--- src/lpht_pkg.sv ---
`timescale 1ns / 1ps
`default_nettype none
// ----------------------------------------------------------------------------
// lpht_pkg: shared types and constants for the linear-probe hash table
// Table geometry, field widths, status and opcode codes, and the structs
// that pass between the probe sequencer and the slot store.
// ----------------------------------------------------------------------------
package lpht_pkg;

   // Table geometry (slot count must be a power of two for the home-slot mask)
   localparam int TABLE_SIZE = 8;
   localparam int SLOT_W     = $clog2(TABLE_SIZE);

   // Beat field widths
   localparam int KEY_W      = 31;
   localparam int STATUS_W   = 2;
   localparam int RSP_SLOT_W = 3;

   // Opcodes
   localparam logic OP_INSERT = 1'b0;
   localparam logic OP_SEARCH = 1'b1;

   // Response status codes
   localparam logic [STATUS_W-1:0] ST_INSERTED  = 2'd0;
   localparam logic [STATUS_W-1:0] ST_FULL      = 2'd1;
   localparam logic [STATUS_W-1:0] ST_FOUND     = 2'd2;
   localparam logic [STATUS_W-1:0] ST_NOT_FOUND = 2'd3;

   typedef logic [SLOT_W-1:0] slot_type;
   typedef logic [KEY_W-1:0]  key_type;

   // Sequencer to store: one read address per cycle, one write port
   typedef struct packed {
      slot_type rd_addr;
      logic     wr_en;
      slot_type wr_addr;
      key_type  wr_key;
   } store_req_type;

   // Store to sequencer: registered contents of the slot read last cycle
   typedef struct packed {
      logic    used;
      key_type key;
   } store_rsp_type;

   // Home slot: key modulo the table size
   function automatic slot_type home_slot(input key_type key);
      return slot_type'(key % TABLE_SIZE);
   endfunction

   // Next probe slot with wraparound
   function automatic slot_type next_slot(input slot_type s);
      if (s == slot_type'(TABLE_SIZE - 1)) begin
         return '0;
      end
      return s + slot_type'(1);
   endfunction

   // Slot number as reported on the response: low bits only
   function automatic logic [RSP_SLOT_W-1:0] rsp_slot(input slot_type s);
      logic [SLOT_W+RSP_SLOT_W-1:0] wide;
      wide = {{RSP_SLOT_W{1'b0}}, s};
      return wide[RSP_SLOT_W-1:0];
   endfunction

endpackage
`default_nettype wire

--- src/lpht_slot_store.sv ---
`timescale 1ns / 1ps
`default_nettype none
// ----------------------------------------------------------------------------
// lpht_slot_store: key memory and occupancy bits
// Key memory with one write and one registered read per cycle; occupancy
// bits in flip-flops that reset clears at once.
// ----------------------------------------------------------------------------
module lpht_slot_store (
   input  logic                   clock,
   input  logic                   reset,
   input  lpht_pkg::store_req_type store_req,
   output lpht_pkg::store_rsp_type store_rsp
);
   import lpht_pkg::*;

   key_type                 key_mem [TABLE_SIZE];
   key_type                 key_rd_ff;
   logic [TABLE_SIZE-1:0]   used_ff;
   logic [TABLE_SIZE-1:0]   used_in;
   logic                    used_rd_ff;

   // Write key and read the addressed slot
   always_ff @(posedge clock) begin
      if (store_req.wr_en) begin
         key_mem[store_req.wr_addr] <= store_req.wr_key;
      end
      key_rd_ff <= key_mem[store_req.rd_addr];
   end

   // Mark written slot as occupied
   always_comb begin
      used_in = used_ff;
      if (store_req.wr_en) begin
         used_in[store_req.wr_addr] = 1'b1;
      end
   end

   // Hold occupancy; clear the whole table on reset
   always_ff @(posedge clock) begin
      if (reset) begin
         used_ff    <= '0;
         used_rd_ff <= 1'b0;
      end else begin
         used_ff    <= used_in;
         used_rd_ff <= used_ff[store_req.rd_addr];
      end
   end

   assign store_rsp.used = used_rd_ff;
   assign store_rsp.key  = key_rd_ff;

endmodule
`default_nettype wire

--- src/lpht_probe_ctrl.sv ---
`timescale 1ns / 1ps
`default_nettype none
// ----------------------------------------------------------------------------
// lpht_probe_ctrl: probe sequencer and slot compare
// Walks the table one slot per cycle from the home slot unless stalled, tests
// each slot with a single compare unit, writes on insert hit and registers the result.
// ----------------------------------------------------------------------------
module lpht_probe_ctrl (
   input  logic                               clock,
   input  logic                               reset,
   input  logic                               req_valid,
   output logic                               req_stall,
   input  logic                               req_opcode,
   input  logic [lpht_pkg::KEY_W-1:0]         req_key,
   output logic                               rsp_valid,
   input  logic                               rsp_stall,
   output logic [lpht_pkg::STATUS_W-1:0]      rsp_status,
   output logic [lpht_pkg::RSP_SLOT_W-1:0]    rsp_slot_index,
   output lpht_pkg::store_req_type            store_req,
   input  lpht_pkg::store_rsp_type            store_rsp
);
   import lpht_pkg::*;

   localparam logic S_IDLE  = 1'b0;
   localparam logic S_PROBE = 1'b1;

   logic                      state_ff, state_in;
   logic                      op_ff, op_in;
   key_type                   key_ff, key_in;
   slot_type                  pos_ff, pos_in;
   slot_type                  cnt_ff, cnt_in;
   logic                      rsp_valid_ff, rsp_valid_in;
   logic [STATUS_W-1:0]       rsp_status_ff, rsp_status_in;
   logic [RSP_SLOT_W-1:0]     rsp_slot_ff, rsp_slot_in;

   logic                      req_accept;
   logic                      out_free;
   logic                      slot_hit;
   logic                      last_probe;
   logic                      done;

   assign req_stall  = (state_ff != S_IDLE);
   assign req_accept = req_valid && !req_stall;
   assign out_free   = !rsp_valid_ff || !rsp_stall;

   // Compare unit: empty slot for insert, matching occupied slot for search
   always_comb begin
      if (op_ff == OP_INSERT) begin
         slot_hit = !store_rsp.used;
      end else begin
         slot_hit = store_rsp.used && (store_rsp.key == key_ff);
      end
   end

   assign last_probe = (cnt_ff == slot_type'(TABLE_SIZE - 1));
   assign done       = (state_ff == S_PROBE) && out_free && (slot_hit || last_probe);

   // Sequencer: accept, probe one slot per cycle unless a result is stalled, finish on hit or full lap
   always_comb begin
      state_in          = state_ff;
      op_in             = op_ff;
      key_in            = key_ff;
      pos_in            = pos_ff;
      cnt_in            = cnt_ff;
      rsp_status_in     = rsp_status_ff;
      rsp_slot_in       = rsp_slot_ff;
      rsp_valid_in      = rsp_valid_ff && rsp_stall;
      store_req.rd_addr = pos_ff;
      store_req.wr_en   = 1'b0;
      store_req.wr_addr = pos_ff;
      store_req.wr_key  = key_ff;

      unique case (state_ff)
         S_IDLE: begin
            store_req.rd_addr = home_slot(req_key);
            if (req_accept) begin
               state_in = S_PROBE;
               op_in    = req_opcode;
               key_in   = req_key;
               pos_in   = home_slot(req_key);
               cnt_in   = '0;
            end
         end
         S_PROBE: begin
            if (out_free) begin
               if (slot_hit) begin
                  // hit: write on insert, report slot
                  store_req.wr_en = (op_ff == OP_INSERT);
                  rsp_valid_in    = 1'b1;
                  rsp_status_in   = (op_ff == OP_INSERT) ? ST_INSERTED : ST_FOUND;
                  rsp_slot_in     = rsp_slot(pos_ff);
                  state_in        = S_IDLE;
               end else if (last_probe) begin
                  // full lap without a hit
                  rsp_valid_in  = 1'b1;
                  rsp_status_in = (op_ff == OP_INSERT) ? ST_FULL : ST_NOT_FOUND;
                  rsp_slot_in   = '0;
                  state_in      = S_IDLE;
               end else begin
                  // advance to the next slot
                  pos_in            = next_slot(pos_ff);
                  cnt_in            = cnt_ff + slot_type'(1);
                  store_req.rd_addr = next_slot(pos_ff);
               end
            end
         end
         default: begin
            state_in = S_IDLE;
         end
      endcase
   end

   // Control registers
   always_ff @(posedge clock) begin
      if (reset) begin
         state_ff     <= S_IDLE;
         rsp_valid_ff <= 1'b0;
      end else begin
         state_ff     <= state_in;
         rsp_valid_ff <= rsp_valid_in;
      end
   end

   // Payload registers
   always_ff @(posedge clock) begin
      op_ff         <= op_in;
      key_ff        <= key_in;
      pos_ff        <= pos_in;
      cnt_ff        <= cnt_in;
      rsp_status_ff <= rsp_status_in;
      rsp_slot_ff   <= rsp_slot_in;
   end

   assign rsp_valid      = rsp_valid_ff;
   assign rsp_status     = rsp_status_ff;
   assign rsp_slot_index = rsp_slot_ff;

   // Writes happen only on an insert hit while probing
   a_write_on_insert: assert property (@(posedge clock) disable iff (reset)
      store_req.wr_en |-> (state_ff == S_PROBE) && (op_ff == OP_INSERT) && slot_hit)
      else $error("slot write outside an insert hit");

   // An accepted beat starts probing at its home slot
   a_accept_probe: assert property (@(posedge clock) disable iff (reset)
      req_accept |=> (state_ff == S_PROBE) && (cnt_ff == '0))
      else $error("accepted beat did not start probing");

   // A finished probe returns to idle with a result registered
   a_done_result: assert property (@(posedge clock) disable iff (reset)
      done |=> (state_ff == S_IDLE) && rsp_valid_ff)
      else $error("finished probe left no result");

   // A stalled probe keeps its slot and count
   a_hold_on_stall: assert property (@(posedge clock) disable iff (reset)
      (state_ff == S_PROBE) && !out_free |=> $stable(pos_ff) && $stable(cnt_ff))
      else $error("probe advanced while result path was blocked");

endmodule
`default_nettype wire

--- src/linear_probe_hash_table_core.sv ---
`timescale 1ns / 1ps
`default_nettype none
// ----------------------------------------------------------------------------
// linear_probe_hash_table_core: key-only hash table with linear probing
// Insert and search over an 8-slot open-addressed table.
// ----------------------------------------------------------------------------
// Each request beat is an insert (opcode 0) or a search (opcode 1). Probing
// starts at key modulo the slot count and steps forward one slot per cycle
// while no result waits on rsp_stall, with wraparound through a single read
// port of the key memory, for at most one full lap. A request is taken
// while idle and then probes until a hit or a full lap; the next request is
// taken in the cycle after the result is registered, even while that result
// still waits on rsp_stall. Inserts report the slot written or table full;
// searches report the first matching slot in probe order or not found.
// Duplicate keys take another slot. Reset empties the table.
// ----------------------------------------------------------------------------
module linear_probe_hash_table_core (
   input  logic                               clock,
   input  logic                               reset,
   input  logic                               req_valid,
   output logic                               req_stall,
   input  logic                               req_opcode,
   input  logic [lpht_pkg::KEY_W-1:0]         req_key,
   output logic                               rsp_valid,
   input  logic                               rsp_stall,
   output logic [lpht_pkg::STATUS_W-1:0]      rsp_status,
   output logic [lpht_pkg::RSP_SLOT_W-1:0]    rsp_slot_index
);
   import lpht_pkg::*;

   store_req_type store_req;
   store_rsp_type store_rsp;

   // Probe sequencer and compare
   lpht_probe_ctrl u_probe_ctrl (
      .clock          (clock),
      .reset          (reset),
      .req_valid      (req_valid),
      .req_stall      (req_stall),
      .req_opcode     (req_opcode),
      .req_key        (req_key),
      .rsp_valid      (rsp_valid),
      .rsp_stall      (rsp_stall),
      .rsp_status     (rsp_status),
      .rsp_slot_index (rsp_slot_index),
      .store_req      (store_req),
      .store_rsp      (store_rsp)
   );

   // Slot keys and occupancy
   lpht_slot_store u_slot_store (
      .clock     (clock),
      .reset     (reset),
      .store_req (store_req),
      .store_rsp (store_rsp)
   );

endmodule
`default_nettype wire
--- config.mk ---
export PLATFORM = sky130hd
export DESIGN_NAME = linear_probe_hash_table_core
export DESIGN_NICKNAME = d
export VERILOG_FILES = /design/src/lpht_pkg.sv /design/src/lpht_slot_store.sv /design/src/lpht_probe_ctrl.sv /design/src/linear_probe_hash_table_core.sv
export SDC_FILE = /design/constraint.sdc
export NUM_CORES = 1
export LEC_CHECK = 0
export ABC_AREA = 1
export BUFFER_PORTS_ARGS = -buffer_cell sky130_fd_sc_hd__buf_2
export CORE_ASPECT_RATIO = 1.75
export CORE_MARGIN = 3
export CORE_UTILIZATION = 50
export CTS_CLUSTER_SIZE = 30
export DETAILED_ROUTE_END_ITERATION = 10
export PLACE_DENSITY = 0.69
export SLEW_MARGIN = 20
export SYNTH_ARGS = -nofsm -noshare
export SYNTH_HDL_FRONTEND = slang
export SYNTH_SLANG_ARGS = --single-unit
--- constraint.sdc ---
create_clock -name clock -period 2.9 [get_ports clock]
set_clock_uncertainty 0.15 [all_clocks]
set_input_delay 0.29 -clock clock [delete_from_list [all_inputs] [get_ports clock]]
set_output_delay 0.29 -clock clock [all_outputs]
set_load 0.03 [all_outputs]
; ---- After elaboration in Yosys (flattened, before gate mapping)
; Memories as Yosys holds them, arrays and structs flattened. A register that Yosys moved wholly into a read port is not among the register bits.
; Cells that the tools add are included.
[totals]
memories = 1
ramBits = 248
input_bits = 36
latch_bits = 0
romBits = 0
regBits = 54
[mem_list]
columns = name, depth, width, rd, rd_ports_with_merged_regs, wr, line_no
row1 = u_slot_store.key_mem, 8, 31, 1, 1, 1, lpht_slot_store.sv:16  ; key_type key_mem [TABLE_SIZE];
[classes]
mul = 0
n_lt_le_gt_ge = 3
shift = 0
bitwise_logic = 3
div = 0
n_eq_ne = 7
n_mux = 43
addsub = 2
reduce_logical = 14
[op_table]
columns = operator, n
row1 = $mux W3, 12
row2 = $eq A31 B31 Y1, 1
row3 = $mux W1, 20
row4 = $pmux W3 S2, 3
row5 = $lt A3 B4 Y1 const B, 2
row6 = $mux W2, 4
row7 = $or A8 B8 Y8, 1
row8 = $add A3 B1 Y3 const B, 2
row9 = $eq A3 B3 Y1 const B, 2
row10 = $ne A2 B2 Y1 const B, 3
row11 = $logic_and A1 B1 Y1, 4
row12 = $logic_not A1 Y1, 4
row13 = $mux W4, 1
row14 = $reduce_and A2 Y1, 2
row15 = $reduce_and A4 Y1, 1
row16 = $bmux W1 S3, 1
row17 = $demux W1 S3, 1
row18 = $ge A3 B1 Y1 const B, 1
row19 = $reduce_and A3 Y1, 1
row20 = $ne A2 B1 Y1 const B, 1
row21 = $not A1 Y1, 2
row22 = $pmux W1 S2, 1
row23 = $reduce_bool A2 Y1, 1
row24 = $logic_or A1 B1 Y1, 1

; ---- Logic depth before layout (Yosys ltp)
[logic_depth]
ltp_word = 13
mapped_depth = 22

; ---- Modules after synthesis
; From an unflattened synthesis, not the netlist that was laid out.
[unflattened]
cells_unflattened = 1226
hier_area_um2 = 13359.1
[by_module_without_submodules]
columns = module, cells_each, seq_area_each_um2, area_per_inst_um2, instances
row1 = lpht_slot_store, 929, 8247.9, 10964.3, 1
row2 = lpht_probe_ctrl, 297, 1331.3, 2394.8, 1

; ---- Worst setup path before layout
; Ideal clock, no wire load.
[synth_path]
path_kind = register to register
start = register u_probe_ctrl.state_ff (netlist: u_probe_ctrl.req_stall)
end = memory u_slot_store.key_mem[0][0] in the netlist's numbering (enable)
t_arrival_ps = 2686
path_buffers = 0
stages_incl_launch_ff = 9
period_less_slack_ps = 3256
slack_ps = -356
path_cell_list = dfxtp_1 -> inv_2 -> nor2_1 -> inv_1 -> nor2_1 -> inv_1 -> nor2_1 -> inv_1 -> nor2_1
[synth_between]
elab_chain_cells = 3
[synth_lines]
columns = element, line_no
row1 = "start, declared", lpht_probe_ctrl.sv:27  ; logic state_ff, state_in;
row2 = "start signal, assigned", lpht_probe_ctrl.sv:119  ; state_ff <= state_in;
row3 = $mux W1, lpht_probe_ctrl.sv:73  ; unique case (state_ff)
row4 = $mux W1, lpht_slot_store.sv:24  ; if (store_req.wr_en) begin
row5 = $mux W1 (implied by the code), lpht_slot_store.sv:25  ; key_mem[store_req.wr_addr] <= store_req.wr_key;
row6 = "end, declared", lpht_slot_store.sv:16
; No other way between the ends.

; ---- Worst setup path after layout
[layout_path]
start = register u_probe_ctrl.key_ff[28]
end = register u_slot_store.key_rd_ff[28], read port of u_slot_store.key_mem
[layout_between]
elab_chain_cells = 6
[layout_lines]
columns = element, line_no
row1 = "start, declared", lpht_probe_ctrl.sv:29  ; key_type key_ff, key_in;
row2 = "start signal, assigned", lpht_probe_ctrl.sv:127  ; key_ff <= key_in;
row3 = $eq A31 B31 Y1, lpht_probe_ctrl.sv:51  ; slot_hit = store_rsp.used && (store_rsp.key == key_ff);
row4 = $logic_and A1 B1 Y1, lpht_probe_ctrl.sv:51
row5 = $mux W1, lpht_probe_ctrl.sv:48  ; if (op_ff == OP_INSERT) begin
row6 = $mux W3, lpht_probe_ctrl.sv:86  ; if (slot_hit) begin
row7 = $mux W4, lpht_probe_ctrl.sv:85  ; if (out_free) begin
row8 = $pmux W3 S2, lpht_probe_ctrl.sv:73
row9 = "end, declared", lpht_slot_store.sv:17  ; key_type key_rd_ff;
; No other way between the ends.
; A chain may end at the register's enable or synchronous reset.

==> out/metrics.csv <==
stage,metric,value,unit
status,outcome,"finished, final reports clean",
clock_tree,CTS tree,done,
drt,detailed-route wire length per cell,17.91,um
setup_path,worst-path fanout max,24,
synthesis,distinct cell type count after synthesis,33,
floorplan,# rows,80,
hold_path,Worst Hold Class,in2reg,
synthesis,largest cells by area after synthesis,"edfxtp_1, nand2_1, dfxtp_1",
drt,router iterations before antenna repair,5,
sta,fin crit period,2797,ps
sta,Tcrit/Tclk final,0.9645,
clock_tree,Num CTS Buffers,30,
setup_path,CP endpoint kind,flop,
synthesis,share of the synthesized area in the top cell type,0.6303,
floorplan,Die ar.,29840,sq um
setup_path,worst reg2reg setup slack,100,ps
sta,upper clock frequency limit,0.3575,GHz
sta,setup ws final,103.1,ps
setup_path,worst reg2reg startpoint,u_probe_ctrl.key_ff[28]$_DFFE_PP_,
floorplan,Vert. Die Dim,226.3,um
sta,Tightest Pin Transition,818.6,ps
synthesis,"area leader, netlist",edfxtp_1,
drt,via count,9630,
synthesis,synth warn,0,
setup_path,kind of critical path,reg2reg,
synthesis,Mapped Cells,1358,
cells_and_area,diodes inserted,0,
synthesis,syn nets,1398,
clock_tree,clock sinks,333,
grt,pin count of the biggest net entering global routing,50,
hold_path,critical hold path startpoint,req_key[3],
sta,final hold vios,0,
clock_tree,depth of the CTS H-tree,1,
floorplan,chip width,131.9,um
drt,final wirelength,34040,um
power_and_ir_drop,static leakage,7.462,nW
sta,RSZ-0062 raised after global routing,true,
cells_and_area,nets,1549,
synthesis,Post-Syn Area,13860,sq um
floorplan,Top Ports,43,
drt,initial detailed-routing violation count,880,
clock_tree,clk root buf,clkbuf_16,
cells_and_area,fraction of layout cells with a size suffix above 1,0.1384,
clock_tree,Longest Clk Path Bufs,3,
sta,Pins Over Slew Limit,0,
grt,initial antenna violation count,0,
setup_path,RR Endpoint,u_slot_store.key_rd_ff[28]$_DFF_P_,
cells_and_area,Area Growth Syn to Fin,22.73,%
sta,Setup Viol. Count Final,0,
floorplan,Initial Utilization,0.5073,
flow_run,Max-Cap Viols,0,
hold_path,Hold Path Sink,u_probe_ctrl.key_ff[3]$_DFFE_PP_,
drt,Routed Antenna Nets,0,
placement,GP Congestion,0.7934,
synthesis,Avg Inst Size Synth,10.21,sq um
hold_path,Hold Crit Depth,2,
grt,vias in the first global route,9356,
sta,Relative slew margins,0.4510,
clock_tree,clk slew on worst S/H paths,70,ps
setup_path,R2R depth,20,
placement,Final HPWL DP,17230,um
synthesis,"Seq/Total Area, Yosys",0.6910,
power_and_ir_drop,Pwr Density,675.8,nW/um^2
cells_and_area,post-layout util,0.6227,
grt,global route overflow,0,
grt,first-pass GRT wire length,48090,um
synthesis,Synth Register Bits,333,
clock_tree,worst-skew pair later-pin latency,560,ps
drt,Residual DRC,0,
setup_path,WP data required,3200,ps
placement,pre-CTS setup slack,-50.89,ps
placement,I/O Buffers,42,
power_and_ir_drop,Pwr Total,11.50,mW
power_and_ir_drop,worst vdd ir,582.9,uV
drt,via/cell ratio,5.066,
setup_path,CP arrival,3100,ps
floorplan,Core ar.,27330,sq um
grt,GRT Overall Usage,0.2054,
setup_path,CP startpoint kind,flop,
-- Yosys cell counts, drive strengths merged --
cell / n
o21ai: 3
nand4: 1
a21boi: 3
or2: 32
a211oi: 1
dfxtp: 42
clkbuf: 6
buf: 42
xnor2: 7
edfxtp: 291
ha: 4
nor2: 53
nand3b: 1
nor3: 1
nand2: 612
a22oi: 1
a21oi: 7
nand3: 72
inv: 179
-- worst max-delay path by stage --
stage                                            from                              endpoint  slack, ps  cells past startpoint
detailed placement  u_probe_ctrl.key_ff[19]$_DFFE_PP_    u_slot_store.key_rd_ff[24]$_DFF_P_        -50                     20
global placement    u_probe_ctrl.key_ff[19]$_DFFE_PP_     u_slot_store.key_rd_ff[0]$_DFF_P_          5                     19
CTS                 u_probe_ctrl.key_ff[22]$_DFFE_PP_    u_slot_store.key_rd_ff[27]$_DFF_P_         30                     20
finish              u_probe_ctrl.key_ff[28]$_DFFE_PP_    u_slot_store.key_rd_ff[28]$_DFF_P_        100                     20
floorplan           u_probe_ctrl.req_stall$_SDFF_PP0_  u_slot_store.key_mem[0][0]$_DFFE_PP_       -360                      8
global route        u_probe_ctrl.key_ff[29]$_DFFE_PP_    u_slot_store.key_rd_ff[28]$_DFF_P_        -90                     20
-- metrics by stage --
stage / hold WS, ps / instance area (sq um) / setup TNS [ps] / std cells
2_1_floorplan: 238.9 / 13860 / -89650 / 1358
3_3_place_gp: 296.9 / 14920 / 0 / 1769
3_5_place_dp: 301.3 / 14920 / -362.2 / 1769
4_1_cts: 262.4 / 16270 / 0 / 1861
5_1_grt: 289.1 / 17020 / -501.7 / 1901
6_report: 286.3 / 17020 / 0 / 1901
-- sequential cells by signal, summed over array words and instances, names as in the netlist, 2 cells and up --
register and flops:
u_slot_store.key_mem 248, u_probe_ctrl.key_ff 31, u_slot_store.key_rd_ff 31, u_slot_store.used_ff 8, u_probe_ctrl.cnt_ff 3, u_probe_ctrl.pos_ff 3, u_probe_ctrl.rsp_slot_index 3, u_probe_ctrl.rsp_status 2
-- area by class of cell --
class / instances / area [sq um]
Fill cell: 2055 / 10310
Sequential cell: 333 / 9579
Multi-Input combinational cell: 800 / 3475
Timing Repair Buffer: 165 / 1813
Clock buffer: 39 / 835.8
Inverter: 179 / 698.2
Tap cell: 369 / 461.7
Clock inverter: 16 / 152.6
-- where the power goes --
| part | switching, mW | internal [mW] | leakage [nW] |
|---|---|---|---|
| clock network | 1.69 | 2.29 | 0.490 |
| registers | 0.139 | 5.46 | 3.00 |
| logic | 1.16 | 0.760 | 3.98 |
| total | 2.99 | 8.51 | 7.46 |
-- cells in the final DEF (no fill, tap or decap), types with 22 or more instances in the layout --
master / count
clkbuf_16: 45
nand2_1: 602
dlygate4sd3_1: 36
buf_2: 42
dfxtp_1: 42
inv_1: 174
buf_4: 46
or2_1: 22
edfxtp_1: 291
nor2_1: 38
nand3_1: 70
-- cell families after synthesis --
logic type | share of synthesized area
AND/OR/NAND/NOR | 0.2245
flip-flops | 0.6910
buffers and inverters | 0.07013
AO/OA/AOI/OAI | 0.006317
XOR/XNOR | 0.004422
adder cells (fa/ha/maj) | 0.003610
-- critical path, stage by stage, from the launching register on --
cell and delay, ps:
edfxtp_1 500, inv_1 100, nand2_1 50, nand2_1 60
nand2_1 110, nor2_2 170, nand2_2 110, nor2_2 130
nand2_2 110, nand2_4 110, nand2_4 70, nand3_4 140
buf_12 140, nand2_4 110, clkbuf_16 280, nand2_1 70
nand2_1 50, nand2_1 70, nand2_1 70, nand2_1 50
nand2_1 60
-- metal layers --
metal  up-vias  track usage  wire length [um]
met3        71      0.02198              1743
met2       324       0.3881             18300
met1      4641       0.2330             12700
met4         0      0.09257              1296
met5         -            0                 0
li1       4594            -                 -
-- timing repair --
item | in CTS | in global routing
hold endpoints to repair | 46 | 0
endpoints found under the setup margin | 10 | 32
hold buffers | 36 | 0
gates cloned | 0 | 16
setup buffers | 1 | 24
resized for setup | 0 | 41
pin swaps | 0 | 11
Power figures use the tool's default switching activity.
